===== src/rtl/eamt_ram.sv =====
// Generic simple dual-port RAM: one write port, one read port, registered read.
// No dependencies.
module eamt_ram #(
    parameter int unsigned WIDTH = 8,
    parameter int unsigned DEPTH = 16,
    localparam int unsigned AW   = (DEPTH > 1) ? $clog2(DEPTH) : 1
) (
    input  logic             clk,
    input  logic             wr_en,
    input  logic [AW-1:0]    wr_addr,
    input  logic [WIDTH-1:0] wr_data,
    input  logic             rd_en,
    input  logic [AW-1:0]    rd_addr,
    output logic [WIDTH-1:0] rd_data
);

    logic [WIDTH-1:0] ram_reg [DEPTH];
    logic [WIDTH-1:0] rd_data_reg;

    // read data holds while rd_en is low
    always_ff @(posedge clk)
    begin
        if (wr_en)
        begin
            ram_reg[wr_addr] <= wr_data;
        end
        if (rd_en)
        begin
            rd_data_reg <= ram_reg[rd_addr];
        end
    end

    assign rd_data = rd_data_reg;

endmodule


===== config.mk =====
export PLATFORM = sky130hd
export DESIGN_NAME = eamt_ram
export DESIGN_NICKNAME = d
export VERILOG_FILES = /design/src/rtl/eamt_ram.sv
export SDC_FILE = /design/constraint.sdc
export NUM_CORES = 1
export LEC_CHECK = 0
export ABC_AREA = 1
export BUFFER_PORTS_ARGS = -buffer_cell sky130_fd_sc_hd__buf_4
export CAP_MARGIN = 20
export CORE_MARGIN = 8
export CORE_UTILIZATION = 61
export CTS_BUF_LIST = sky130_fd_sc_hd__clkbuf_16
export DETAILED_ROUTE_END_ITERATION = 8
export GPL_ROUTABILITY_DRIVEN = 0
export PLACE_DENSITY = 0.79
export SYNTH_ARGS = -nofsm -noshare
export SYNTH_HDL_FRONTEND = slang
export SYNTH_SLANG_ARGS = --single-unit

===== constraint.sdc =====
create_clock -name clk -period 1.3 [get_ports clk]
set_input_delay 0.065 -clock clk [delete_from_list [all_inputs] [get_ports clk]]
set_output_delay 0.065 -clock clk [all_outputs]
set_load 0.02 [all_outputs]

# Word level (Yosys, flattened, before mapping)
# Memories as Yosys holds them, arrays and structs flattened. A register that Yosys moved wholly into a read port is not among the register bits.
# Index checks and enable logic that the tools add are counted.
# totals
output_inout_bits	8
ff_bits	0
mem_bits_ro	0
ramBits	128
n_memories	1
wordCells	3
latchBits	0
# classes
bitwise	0
multipliers	0
add_sub_neg	0
shifts	0
mux	2
n_lt_le_gt_ge	0
eq_ne	0
n_reduce_logical	0
n_div	0
# mem_list
name	depth	word_bits	read_ports	rd_ports_with_merged_regs	wr	line	rtl
ram_reg	16	8	1	1	1	17	logic [WIDTH-1:0] ram_reg [DEPTH];
# ops
cell	n
1-bit two-way mux	2

# Longest topological paths before layout
# logic_depth
depth_word	2
depth_mapped	8
ltp_nobuf	7

# Worst setup path before layout
# No wires, ideal clock.
# synth_path
path_kind	input port to flip-flop
startpoint	input port wr_addr[2]
endpoint	memory ram_reg[10][0] (enable)
arrival_ns	0.646
setup_slack_ns	0.284
path_stages	2
n_path_buf	0
cell_sequence	nand3b_1 > nor2_1
# synth_lines
item	line	rtl
start: declaration	10	input logic [AW-1:0] wr_addr,
end: declaration	17	
# No word-level cell before the write port.

==> flow_metrics.env <==
export IMPL_status="finished, final reports clean"
export IMPL_cts_buffers=17
export IMPL_finish_net_count=620
export IMPL_wl_um=13400
export IMPL_first_iter_violations=547
export IMPL_crit_fanout=1
export IMPL_fin_util=0.741
export IMPL_grt_ovfl_total=0
export IMPL_maxCapViolations=0
export IMPL_cp_start_kind="flop"
export IMPL_r2r_setup_slack_ps=100
export IMPL_clock_latency_ps=420
export IMPL_grt_pass1_wl_um=21300
export IMPL_initial_core_util=0.630
export IMPL_diodes=0
export IMPL_ys_ff_latch=136
export IMPL_worstPathRequired_ps=1450
export IMPL_fin_crit_ps=1200
export IMPL_detail_route_wl_per_cell_um=18.1
export IMPL_hold_viol=0
export IMPL_fmax_mhz=833
export IMPL_die_w_um=114
export IMPL_p_leak_nw=2.99
export IMPL_syn_to_final_growth_pct=17.7
export IMPL_die_height_um=114
export IMPL_fin_area_um2=6880
export IMPL_syn_nets=570
export IMPL_drive_gt1_frac=0.134
export IMPL_tritoncts="built"
export IMPL_cts_reportedPaths_clkPinSlew_ps=60
export IMPL_place_area_um2=6280
export IMPL_grt_pass1_vias=4031
export IMPL_powerDensity_nw_per_um2=1480
export IMPL_vias=4058
export IMPL_firstDrtPassIters=8
export IMPL_synthTopCellsByArea="edfxtp_1 70%, nand2_1 11%, nand3_1 8.3%"
export IMPL_fin_ws_ps=99.4
export IMPL_cts_buffer_depth=2
export IMPL_worst_clock_skew_ps=10.7
export IMPL_end_kind="flop"
export IMPL_dp_slack_ps=63.8
export IMPL_cp_arrival_ps=1350
export IMPL_ys_seq_area_frac=0.698
export IMPL_layout_worst_path_cycle_share=0.924
export IMPL_cts_sinks=136
export IMPL_worst_pin_slew_ps=362
export IMPL_maxSlewHeadroom=0.758
export IMPL_grt_max_degree=36
export IMPL_die_area_um2=13000
export IMPL_track_usage=0.219
export IMPL_synth_largest_area_cell="edfxtp_1"
export IMPL_via_per_inst=5.46
export IMPL_setup_viol=0
export IMPL_hpwl_um=7890
export IMPL_synth_distinct_cells=11
export IMPL_peakVddDrop_mv=1.03
export IMPL_avgSynthCellArea_um2=10.6
export IMPL_hold_ws_ps=10.8
export IMPL_tns_ps=0
export IMPL_ant_nets=0
export IMPL_synth_top_area_share=0.698
export IMPL_crit_type="flop to flop"
export IMPL_core_um2=9280
export IMPL_antenna_found_initial=0
export IMPL_drc=0
export IMPL_row_count=35
export IMPL_ys_warn_count=0
export IMPL_syn_inst=551
export IMPL_largest_reg_flops=128
export IMPL_rsz0062_at_grt="no"
export IMPL_io_pins=27
export IMPL_htree_levels=4
export IMPL_io_buffers=26
export IMPL_hp_class="input port to flop"
export IMPL_maxSlewViolCount=0
export IMPL_clock_tree_root_cell="clkbuf_16"
export IMPL_syn_area_um2=5850
-- final cells by class --
type	count	area (µm²)
clock buffers	17	425
clock inverters	15	138
fillers	593	2400
inverters	102	383
multi-input cells	289	1220
flip-flops and latches	136	4080
well taps	129	161
repair buffers	55	470
-- stage by stage --
stage                     power [mW]  std cells
after detailed placement        5.71        708
after floorplan                 5.43        551
after CTS                       10.2        743
after global placement          5.69        708
after global routing            10.5        743
final                           10.2        743
-- Yosys cell counts --
cell / n
nor2_1: 17
buf_2: 13
nand2_1: 173
inv_1: 100
inv_2: 2
buf_6: 6
edfxtp_1: 136
buf_4: 4
buf_1: 1
nand3_1: 97
nand3b_1: 2
-- where the power goes --
part / switching [mW] / internal, mW / leakage, nW
combinational: 0.462 / 0.228 / 1.48
clock: 1.76 / 2.78 / 0.270
sequential: 0.0274 / 4.94 / 1.24
total: 2.24 / 7.95 / 2.99
-- worst paths after layout --
path,from,end,depth (start not counted)
setup / recovery,ram_reg[13][7],rd_data[7],6
setup reg to reg,ram_reg[13][7],rd_data[7],6
hold / removal,wr_data[3],ram_reg[15][3],1
hold reg to reg,ram_reg[11][4],rd_data[4],6
-- layer usage --
layer,share of wire,vias to the layer above,track usage,routed length (µm)
met1,0.40,1886,0.287,5350
met3,0.11,38,0.0639,1460
met4,0.031,0,0.105,412
met2,0.46,252,0.327,6190
met5,0,-,0,0
li1,-,1882,-,-
-- cells by family after synthesis --
kind of cell	after synthesis	synth area share
buffers and inverters	126	0.0939
flip-flops	136	0.698
AND/OR/NAND/NOR	289	0.208
-- critical path, cell delays in order, from the launching register on --
cell      delay, ps
edfxtp_1        370
inv_1            70
nand2_1          50
nand3_1          90
nand3_1         140
nand3_2         140
nand2_1          80
-- layout by cell type, fill, tap and decap left out --
cell           count
dlygate4sd3_1      3
nor2_1            17
buf_12             4
bufinv_16          2
clkinv_1           4
nand3_1           96
edfxtp_1         136
clkinv_2           2
buf_4             48
inv_1            101
nand3b_1           2
nand2_1          173
clkinv_4           3
nand3_2            1
clkbuf_16         17
inv_2              2
clkinvlp_4         3
-- repair_timing --
| action | CTS | global route |
|---|---|---|
| buffers inserted | 0 | 0 |
| endpoints found under the hold margin | 30 | 0 |
| resized for setup | 0 | 1 |
| hold buffers | 3 | 0 |
| endpoints found under the setup margin | 0 | 1 |
Power figures use the tool's default switching activity.
