[config.mk]
export PLATFORM = sky130hd
export DESIGN_NAME = eamt_ctrl
export DESIGN_NICKNAME = d
export VERILOG_FILES = /design/src/rtl/eamt_pkg.sv /design/src/rtl/eamt_node_unit.sv /design/src/rtl/eamt_ctrl.sv
export SDC_FILE = /design/constraint.sdc
export NUM_CORES = 1
export LEC_CHECK = 0
export BUFFER_PORTS_ARGS = -buffer_cell sky130_fd_sc_hd__buf_2
export CAP_MARGIN = 30
export CORE_UTILIZATION = 30
export CTS_CLUSTER_DIAMETER = 50
export CTS_CLUSTER_SIZE = 8
export DETAILED_ROUTE_END_ITERATION = 12
export PLACE_DENSITY = 0.5
export RECOVER_POWER = 50
export SLEW_MARGIN = 20
export SYNTH_ARGS = -nofsm -noshare
export SYNTH_HDL_FRONTEND = slang
export SYNTH_SLANG_ARGS = --single-unit
[constraint.sdc]
create_clock -name clk -period 25.5 [get_ports clk]
set_clock_uncertainty 0.2 [all_clocks]
set_input_delay 5.1 -clock clk [delete_from_list [all_inputs] [get_ports clk]]
set_output_delay 5.1 -clock clk [all_outputs]
set_load 0.02 [all_outputs]
[src/rtl/eamt_pkg.sv]
// Shared constants, types and tree-shape helpers for the 8-ary max tree.
// No dependencies; imported by every module of the block but eamt_ram and eamt_checker.
package eamt_pkg;

    localparam int unsigned MAX_LEAVES = 4096;
    localparam int unsigned FANOUT     = 8;
    localparam int unsigned FAN_W      = $clog2(FANOUT);
    localparam int unsigned VAL_W      = 31;
    localparam int unsigned LEAF_W     = 12;
    localparam int unsigned CFG_W      = 13;
    localparam int unsigned TOP_W      = 12;

    // number of stored levels (leaf rows up to the single row below the root)
    function automatic int unsigned tree_levels();
        int unsigned n;
        int unsigned cnt;
        n   = MAX_LEAVES;
        cnt = 0;
        while (n > 1)
        begin
            n   = (n + FANOUT - 1) / FANOUT;
            cnt = cnt + 1;
        end
        return cnt;
    endfunction

    // first memory row of a level; rows of level l hold the nodes of level l
    function automatic int unsigned level_base(int unsigned l);
        int unsigned base;
        int unsigned n;
        base = 0;
        n    = MAX_LEAVES;
        for (int unsigned j = 0; j < l; j++)
        begin
            n    = (n + FANOUT - 1) / FANOUT;
            base = base + n;
        end
        return base;
    endfunction

    localparam int unsigned TREE_LEVELS = tree_levels();
    localparam int unsigned ROW_COUNT   = level_base(TREE_LEVELS);
    localparam int unsigned ROW_AW      = $clog2(ROW_COUNT);
    localparam int unsigned LVL_W       = (TREE_LEVELS > 1) ? $clog2(TREE_LEVELS) : 1;

    typedef logic [VAL_W-1:0]              val_t;
    typedef logic [LEAF_W-1:0]             leaf_idx_t;
    typedef logic [CFG_W-1:0]              cfg_t;
    typedef logic [FAN_W-1:0]              lane_t;
    typedef logic [FANOUT-1:0][VAL_W-1:0]  row_t;
    typedef logic [ROW_AW-1:0]             row_addr_t;
    typedef logic [LVL_W-1:0]              lvl_t;

    typedef struct packed {
        leaf_idx_t leaf_index;
        val_t      leaf_value;
    } cmd_t;

    typedef struct packed {
        logic [TOP_W-1:0] top_index;
        logic             index_error;
    } result_t;

    typedef struct packed {
        logic      wr_en;
        row_addr_t wr_addr;
        logic      rd_en;
        row_addr_t rd_addr;
    } mem_req_t;

    typedef struct packed {
        row_t  new_row;
        val_t  row_max;
        lane_t hit_lane;
    } node_out_t;

    // row holding the level-l node on the path of a leaf
    function automatic row_addr_t up_addr(int unsigned l, leaf_idx_t idx);
        row_addr_t base;
        base = ROW_AW'(level_base(l));
        return base + ROW_AW'(idx >> (FAN_W * (l + 1)));
    endfunction

endpackage

[src/rtl/eamt_node_unit.sv]
// Row operations of the max tree: lane overwrite, maximum over the row,
// first lane matching a key. Depends on eamt_pkg.
module eamt_node_unit
    import eamt_pkg::*;
(
    input  row_t      row,
    input  lane_t     lane,
    input  val_t      value,
    input  val_t      key,
    output node_out_t res
);

    always_comb
    begin
        row_t  mod_row;
        val_t  heap [1:2*FANOUT-1];
        lane_t hit;

        mod_row       = row;
        mod_row[lane] = value;

        // balanced compare tree, leaves at FANOUT..2*FANOUT-1
        for (int i = 0; i < int'(FANOUT); i++)
        begin
            heap[int'(FANOUT) + i] = mod_row[i];
        end
        for (int k = int'(FANOUT) - 1; k >= 1; k--)
        begin
            heap[k] = (heap[2*k] >= heap[2*k+1]) ? heap[2*k] : heap[2*k+1];
        end

        // leftmost lane equal to the key; lane 0 if none
        hit = '0;
        for (int i = int'(FANOUT) - 1; i >= 0; i--)
        begin
            if (row[i] == key)
            begin
                hit = lane_t'(i);
            end
        end

        res.new_row  = mod_row;
        res.row_max  = heap[1];
        res.hit_lane = hit;
    end

endmodule

[src/rtl/eamt_ctrl.sv]
// Sequencer of the max tree: clearing sweep, path update up the levels,
// leftmost-argmax walk down. Depends on eamt_pkg and eamt_node_unit.
module eamt_ctrl
    import eamt_pkg::*;
(
    input  logic     clk,
    input  logic     rst_n,
    input  logic     start,
    input  cmd_t     cmd,
    output logic     busy,
    input  logic     cfg_valid,
    output logic     cfg_ready,
    input  cfg_t     cfg_data,
    output logic     done,
    output result_t  result,
    output mem_req_t mem_req,
    output row_t     wr_data,
    input  row_t     rd_data
);

    typedef enum logic [2:0] {
        ST_CLEAR,
        ST_IDLE,
        ST_UP,
        ST_DREAD,
        ST_DOWN
    } state_t;

    state_t    state_reg,  state_next;
    lvl_t      lvl_reg,    lvl_next;
    row_addr_t clr_reg,    clr_next;
    leaf_idx_t idx_reg,    idx_next;
    val_t      val_reg,    val_next;
    val_t      carry_reg,  carry_next;
    val_t      root_reg,   root_next;
    leaf_idx_t walk_reg,   walk_next;
    logic      bad_reg,    bad_next;
    cfg_t      leaves_reg, leaves_next;
    logic      done_reg,   done_next;
    result_t   result_reg, result_next;

    lane_t     nu_lane;
    val_t      nu_value;
    node_out_t nu_res;
    logic      cmd_bad;
    leaf_idx_t walk_step;

    eamt_node_unit u_node (
        .row   (rd_data),
        .lane  (nu_lane),
        .value (nu_value),
        .key   (root_reg),
        .res   (nu_res)
    );

    assign cmd_bad = (CFG_W'(cmd.leaf_index) >= leaves_reg)
                  || (CFG_W'(cmd.leaf_index) >= CFG_W'(MAX_LEAVES));

    assign walk_step = {walk_reg[LEAF_W-FAN_W-1:0], nu_res.hit_lane};

    assign cfg_ready = (state_reg == ST_CLEAR) || ((state_reg == ST_IDLE) && !start);
    assign busy      = (state_reg != ST_IDLE);
    assign done      = done_reg;
    assign result    = result_reg;

    always_comb
    begin
        nu_lane  = '0;
        for (int unsigned l = 0; l < TREE_LEVELS; l++)
        begin
            if (lvl_reg == LVL_W'(l))
            begin
                nu_lane = idx_reg[FAN_W*l +: FAN_W];
            end
        end
        nu_value = (lvl_reg == '0) ? val_reg : carry_reg;
    end

    always_comb
    begin
        state_next  = state_reg;
        lvl_next    = lvl_reg;
        clr_next    = clr_reg;
        idx_next    = idx_reg;
        val_next    = val_reg;
        carry_next  = carry_reg;
        root_next   = root_reg;
        walk_next   = walk_reg;
        bad_next    = bad_reg;
        leaves_next = leaves_reg;
        done_next   = 1'b0;
        result_next = result_reg;
        mem_req     = '0;
        wr_data     = nu_res.new_row;

        unique case (state_reg)
            ST_CLEAR:
            begin
                mem_req.wr_en   = 1'b1;
                mem_req.wr_addr = clr_reg;
                wr_data         = '0;
                clr_next        = clr_reg + 1'b1;
                if (clr_reg == ROW_AW'(ROW_COUNT - 1))
                begin
                    state_next = ST_IDLE;
                end
            end
            ST_IDLE:
            begin
                if (start)
                begin
                    idx_next        = cmd.leaf_index;
                    val_next        = cmd.leaf_value;
                    bad_next        = cmd_bad;
                    lvl_next        = '0;
                    mem_req.rd_en   = 1'b1;
                    mem_req.rd_addr = up_addr(0, cmd.leaf_index);
                    state_next      = cmd_bad ? ST_DREAD : ST_UP;
                end
            end
            ST_UP:
            begin
                // write back the row of this level, fetch the row one level up unless at the top
                mem_req.wr_en = 1'b1;
                for (int unsigned l = 0; l < TREE_LEVELS; l++)
                begin
                    if (lvl_reg == LVL_W'(l))
                    begin
                        mem_req.wr_addr = up_addr(l, idx_reg);
                        if (l + 1 < TREE_LEVELS)
                        begin
                            mem_req.rd_addr = up_addr(l + 1, idx_reg);
                        end
                    end
                end
                carry_next = nu_res.row_max;
                if (lvl_reg == LVL_W'(TREE_LEVELS - 1))
                begin
                    root_next  = nu_res.row_max;
                    state_next = ST_DREAD;
                end
                else
                begin
                    mem_req.rd_en = 1'b1;
                    lvl_next      = lvl_reg + 1'b1;
                end
            end
            ST_DREAD:
            begin
                mem_req.rd_en   = 1'b1;
                mem_req.rd_addr = ROW_AW'(level_base(TREE_LEVELS - 1));
                walk_next       = '0;
                lvl_next        = LVL_W'(TREE_LEVELS - 1);
                state_next      = ST_DOWN;
            end
            ST_DOWN:
            begin
                // take the first child equal to the root, then descend; at level 0 report the leaf
                walk_next = walk_step;
                if (lvl_reg == '0)
                begin
                    result_next.top_index   = TOP_W'(walk_step);
                    result_next.index_error = bad_reg;
                    done_next               = 1'b1;
                    state_next              = ST_IDLE;
                end
                else
                begin
                    mem_req.rd_en = 1'b1;
                    for (int unsigned l = 1; l < TREE_LEVELS; l++)
                    begin
                        if (lvl_reg == LVL_W'(l))
                        begin
                            mem_req.rd_addr = ROW_AW'(level_base(l - 1)) + ROW_AW'(walk_step);
                        end
                    end
                    lvl_next = lvl_reg - 1'b1;
                end
            end
            default:
            begin
                state_next = ST_CLEAR;
                clr_next   = '0;
            end
        endcase

        // a register write saturates and restarts the clearing sweep
        if (cfg_valid && cfg_ready)
        begin
            leaves_next = (cfg_data > CFG_W'(MAX_LEAVES)) ? CFG_W'(MAX_LEAVES) : cfg_data;
            clr_next    = '0;
            root_next   = '0;
            state_next  = ST_CLEAR;
        end
    end

    always_ff @(posedge clk or negedge rst_n)
    begin
        if (!rst_n)
        begin
            state_reg  <= ST_CLEAR;
            lvl_reg    <= '0;
            clr_reg    <= '0;
            idx_reg    <= '0;
            val_reg    <= '0;
            carry_reg  <= '0;
            root_reg   <= '0;
            walk_reg   <= '0;
            bad_reg    <= 1'b0;
            leaves_reg <= CFG_W'(MAX_LEAVES);
            done_reg   <= 1'b0;
            result_reg <= '0;
        end
        else
        begin
            state_reg  <= state_next;
            lvl_reg    <= lvl_next;
            clr_reg    <= clr_next;
            idx_reg    <= idx_next;
            val_reg    <= val_next;
            carry_reg  <= carry_next;
            root_reg   <= root_next;
            walk_reg   <= walk_next;
            bad_reg    <= bad_next;
            leaves_reg <= leaves_next;
            done_reg   <= done_next;
            result_reg <= result_next;
        end
    end

endmodule

# --- Yosys cells after proc, flatten, opt, wreduce, memory -nomap -nowiden ---
# Cells that the tools add are included.
classes:
  add_sub_neg: 7
  n_lt_le_gt_ge: 11
  eq_ne: 25
  muxes: 59
  reduce_logical: 17
ops:
  columns: ["op", "n"]
  rows:
  - ["31-bit two-way mux", 12]
  - ["248-bit bitwise mux", 1]
  - ["31-bit equality test", 8]
  - ["248-bit two-way mux", 1]
  - ["31-bit greater-or-equal comparator", 7]
  - ["10-bit two-way mux", 10]
  - ["31-bit demux with 3-bit select", 1]
  - ["3-bit two-way mux", 17]
  - ["11-bit one-hot mux with 4 select lines", 1]
  - ["11-bit two-way mux", 2]
  - ["11-bit one-hot mux with 2 select lines", 1]
  - ["10-bit adder, first input constant", 2]
  - ["10-bit one-hot mux with 2 select lines", 1]
  - ["9-bit one-hot mux with 2 select lines", 1]
  - ["3-bit one-hot mux with 5 select lines", 1]
  - ["12-bit by 13-bit greater-or-equal comparator with 1-bit output", 1]
  - ["13-bit > comparator, second input constant", 1]
  - ["13-bit two-way mux", 1]
  - ["10-bit by 1-bit adder with 10-bit output, second input constant", 1]
  - ["10-bit by 3-bit adder with 10-bit output, first input constant", 1]
  - ["10-bit by 6-bit adder with 10-bit output, first input constant", 1]
  - ["10-bit equality test, second input constant", 1]
  - ["9-bit two-way mux", 1]
  - ["2-bit one-hot mux with 4 select lines", 1]
  - ["other kinds (26)", 44]
word_totals:
  ff_bits: 157
  input_bits: 308
  output_inout_bits: 286

# --- Logic depth before layout (Yosys ltp) ---
depth:
  ltp_word: 19
  mapped_depth: 60
  ltp_nobuf: 49

# --- Cells and area by module ---
# A second synthesis with hierarchy kept.
hier_totals:
  hier_cells: 3346
  hier_area_um2: 24806.3
modules_own_cells:
  columns: ["module", "instances", "cells_per_inst", "area_each_um2"]
  rows:
  - ["eamt_node_unit", 1, 2221, 15534.9]
  - ["eamt_ctrl", 1, 1125, 9271.4]

# --- Worst setup path before layout ---
# No wires, ideal clock.
synth_timing:
  path_type: "input to register"
  startpoint: "input port rd_data[82] (netlist name)"
  endpoint: "register carry_reg[16]"
  t_arrival_ns: 13.039
  required_ns: 25.176
  path_slack_ns: 12.137
  stages: 45
  n_path_buf: 4
  cell_sequence: "o21ai_0 -> inv_1 -> ha_1 -> a21o_1 -> a21o_1 -> a21oi_1 -> nor3_1 -> a211oi_1 -> o221ai_1 -> a211o_1 -> o22ai_2 -> clkbuf_1 -> mux2_2 -> ha_1 -> a21o_1 -> a21o_1 -> a21oi_1 -> nor2b_1 -> (+9 left out) -> inv_1 -> ha_1 -> nor2b_1 -> o21a_1 -> o21ai_0 -> nand2b_1 -> a21oi_1 -> nor2b_1 -> o21ai_0 -> nand2b_1 -> a21oi_1 -> o21ai_0 -> o31ai_1 -> o21ai_0 -> o2111ai_1 -> clkbuf_1 -> nand2_1 -> a211o_1"
synth_between:
  elab_chain_len: 7
synth_lines:
  columns: ["element", "line_no", "text"]
  rows:
  - ["start: declaration", "eamt_ctrl.sv:18", "input row_t rd_data"]
  - ["248-bit bitwise mux (*)", "eamt_node_unit.sv:20", "mod_row[lane] = value;"]
  - ["31-bit greater-or-equal comparator", "eamt_node_unit.sv:29", "heap[k] = (heap[2*k] >= heap[2*k+1]) ? heap[2*k] : heap[2*k+1];"]
  - ["31-bit two-way mux (*)", "eamt_node_unit.sv:29", null]
  - ["31-bit greater-or-equal comparator", "eamt_node_unit.sv:29", null]
  - ["31-bit two-way mux (*)", "eamt_node_unit.sv:29", null]
  - ["31-bit greater-or-equal comparator", "eamt_node_unit.sv:29", null]
  - ["31-bit two-way mux (*)", "eamt_node_unit.sv:29", null]
  - ["end signal: assignment", "eamt_ctrl.sv:221", "carry_reg <= carry_next;"]
  - ["end: declaration", "eamt_ctrl.sv:34", "val_t carry_reg, carry_next;"]
# Every way passes the cells marked *; elsewhere a longest branch is shown, timed or not.
# A chain may end at the register's enable or synchronous reset.

# --- Worst setup path after layout ---
layout_timing:
  startpoint: "input port rd_data[62] (netlist name)"
  endpoint: "register root_reg[14]"
layout_between:
  elab_chain_len: 10
layout_lines:
  columns: ["element", "line_no", "text"]
  rows:
  - ["248-bit bitwise mux (*)", "eamt_node_unit.sv:20", null]
  - ["31-bit greater-or-equal comparator", "eamt_node_unit.sv:29", null]
  - ["31-bit two-way mux (*)", "eamt_node_unit.sv:29", null]
  - ["31-bit greater-or-equal comparator", "eamt_node_unit.sv:29", null]
  - ["31-bit two-way mux (*)", "eamt_node_unit.sv:29", null]
  - ["31-bit greater-or-equal comparator", "eamt_node_unit.sv:29", null]
  - ["31-bit two-way mux (*)", "eamt_node_unit.sv:29", null]
  - ["31-bit two-way mux (*)", "eamt_ctrl.sv:137", "if (lvl_reg == LVL_W'(TREE_LEVELS - 1))"]
  - ["31-bit two-way mux (*)", "eamt_ctrl.sv:96", "unique case (state_reg)"]
  - ["31-bit two-way mux (*)", "eamt_ctrl.sv:188", "if (cfg_valid && cfg_ready)"]
  - ["end signal: assignment", "eamt_ctrl.sv:222", "root_reg <= root_next;"]
  - ["end: declaration", "eamt_ctrl.sv:35", "val_t root_reg, root_next;"]
# Every way passes the cells marked *; elsewhere a longest branch is shown, timed or not. The select of a mux whose other input is x is not followed.

==> impl_metrics.py <==
metrics = {
    "worst_setup_path": {
        "slowest_stage": "a2111oi_0",
        "critPathArrivalTime_ps": 15270,
        "regToRegEndpoint": "root_reg[14]",
        "required_ps": 25680,
        "end_kind": "register",
        "start_kind": "primary input",
        "critPathKind": "in -> reg",
        "worstPathMaxFanout": 61,
        "rr_startpoint": "lvl_reg[1]",
        "worstSetupStartpoint": "rd_data[62]",
        "reg2reg_slack_ps": 11640,
        "cp_slowest_stage_delay_ps": 780,
        "crit_path_end": "root_reg[14]",
        "worst_path_most_repeated_cell": "a21oi_1",
        "r2r_cells": 48,
    },
    "final_layout": {
        "drive_above_1_share_pct": 20.6,
        "final_common_cell": "buf_2",
        "n_fill_cell": 8761,
        "syn_to_final_growth_pct": 20.1,
        "layout_common_cells": "buf_2, nor2_1, nand2_1",
        "final_nets": 4450,
    },
    "synthesis": {
        "ys.flop_type": "dfrtp_1",
        "synth-async-reset-ratio_pct": 100,
        "yosys-mux-area-fraction_pct": 7.58,
        "synth_xor_area_share_pct": 10.3,
        "syn_area_mm2": 0.0242,
        "synth_cell_types": 88,
        "yosys.area_share.simple_pct": 24.2,
        "synth-edff-count": 0,
        "avgSynthCellArea_um2": 6.96,
        "ys_seq_area_share_pct": 16.2,
        "synthCells": 3477,
        "syn-num-nets": 3991,
        "ys_seq_elements": 157,
        "synth-compound-area-share_pct": 23.3,
        "synth_adder_area_share_pct": 10.9,
        "yosysWarnings": 0,
        "synth_top_family_by_area": "simple AND/OR/NAND/NOR gates",
    },
    "route": {
        "wl_met3_um": 14500,
        "wl_per_cell_um": 30.2,
        "vias": 29300,
        "drt_iter0_drc": 3841,
        "wl_met2_um": 65100,
        "firstDrtPassIters": 6,
        "ant_nets": 0,
        "drt_wl_total_um": 151000,
        "dr.max_layer_used": "met5",
        "m1WireLength_um": 59800,
        "route.detailed.drc": 0,
        "vias_per_cell": 5.86,
    },
    "global_routing": {
        "grt_max_degree": 101,
        "grt_pass1_vias": 27200,
        "grt_first_pass_wirelength_um": 207000,
        "grt_use_total_pct": 35.3,
        "grt_remaining_overflow": 0,
        "antenna_found_initial": 13,
    },
    "timing": {
        "slew_headroom_pct": -176,
        "period_needed_ps": 15100,
        "max_freq_mhz": 66.2,
        "whs_ps": 272,
        "final-setup-viol-count": 0,
        "report.final.slew_viol_count": 383,
        "finalHoldViolations": 0,
        "tightest_slew_ps": 4140,
        "post-route-period-util_pct": 59.2,
        "fin_setup_tns_ps": 0,
        "rsz0062_at_grt": "no",
    },
    "floorplanning": {
        "design.die.area_mm2": 0.0818,
        "rows": 103,
        "core-area_mm2": 0.0794,
        "chipHeight_um": 286,
        "die_w_um": 286,
        "ios": 594,
        "start_util_pct": 30.5,
    },
    "clock_network": {
        "post_cts_buffers": 0,
        "clock_latency_ps": 460,
        "htreeDepth": 4,
        "cts_buffers": 17,
        "clk_pin_slew_ps": 70,
        "cts_hold_buf": 0,
        "clk_path_buf_depth": 2,
        "cts_resized": 0,
        "cts_sinks": 157,
        "root_buffer": "clkbuf_16",
        "cts_tree": "built",
    },
    "placed_design": {
        "routabilityCongestion": 1.02,
        "dpl.hpwl_um": 119000,
        "io_buffers": 593,
    },
    "run_status": {
        "outcome": "finished, violations left",
        "violations": "max-capacitance violations, max-slew violations",
    },
    "worst_hold_path": {
        "hold_class": "reg -> reg",
    },
    "run": {
        "maxCapViolCount": 7,
    },
}
## logic make-up (layout without fill, tap and decap cells)
kind of cell | after synthesis | count (layout)
AOI/OAI and AO/OA | 894 | 894
xor gates and xnor gates | 286 | 286
adders and majority gates | 211 | 211
buffers and inverters | 464 | 936
DFF | 157 | 157
muxes | 173 | 173
other | 0 | 7
and+or+nand+nor | 1292 | 1292
## stage by stage
step,cells,area (um^2),setup slack [ps],util (%)
3_3_place_gp,4958,28400,10410,35.7
6_report,5006,29100,10400,36.6
5_1_grt,5000,29100,9780,36.6
2_1_floorplan,3477,24200,12140,-
4_1_cts,4994,29100,10730,36.6
3_5_place_dp,4962,28400,10380,35.8
## synth_stat cells (31+ instances only)
master	number	share of area [%]
xnor2_1	165	6.0
nor4_1	60	1.6
nor2_1	492	7.6
a21oi_1	255	5.3
mux2i_1	96	4.0
clkbuf_1	218	3.4
or4_1	31	0.96
nand2b_1	43	1.1
nand2_1	372	5.8
mux2_2	74	3.4
ha_1	206	11
inv_1	190	2.9
a21o_1	60	1.9
nand3_1	91	1.9
dfrtp_1	156	16
o21ai_0	248	5.1
nand4_1	85	2.2
xor2_1	121	4.4
nor3_1	45	0.93
## worst min path at each step
stage	startpoint	to	slack, ps	cells past startpoint
2_1_floorplan	idx_reg[1]	idx_reg[1]	240	2
3_3_place_gp	val_reg[23]	val_reg[23]	270	2
6_report	idx_reg[1]	idx_reg[1]	270	2
5_1_grt	idx_reg[1]	idx_reg[1]	290	2
3_5_place_dp	idx_reg[1]	idx_reg[1]	260	2
4_1_cts	idx_reg[1]	idx_reg[1]	280	2
## final cells by class
| cell class | instances | area (um^2) | share of cell area [%] |
|---|---|---|---|
| repair buffers | 714 | 3860 | 13.3 |
| clock buffers | 17 | 425 | 1.46 |
| multi-input cells | 2856 | 18600 | 64.0 |
| diodes | 7 | 17.5 | 0.0602 |
| inverters | 190 | 713 | 2.45 |
| well taps | 1050 | 1310 | 4.52 |
| flip-flops and latches | 157 | 3930 | 13.5 |
| clock inverters | 15 | 219 | 0.753 |
## worst max-delay path, delay by kind of cell
family	cells	cell delay, ps
and+or+nand+nor	7	1040
muxes	1	400
buffers and inverters	6	1490
adders and majority gates	3	840
AOI/OAI and AO/OA	21	6360
## per-layer routing
metal	track usage [%]	up-vias
li1	-	13200
met1	44.9	14000
met2	54.0	1731
met3	6.64	360
met4	24.1	16
met5	0	-
Power is left out: the tool's default activity adds up to more than one toggle a clock period on the data nets, which glitch-free logic cannot reach.
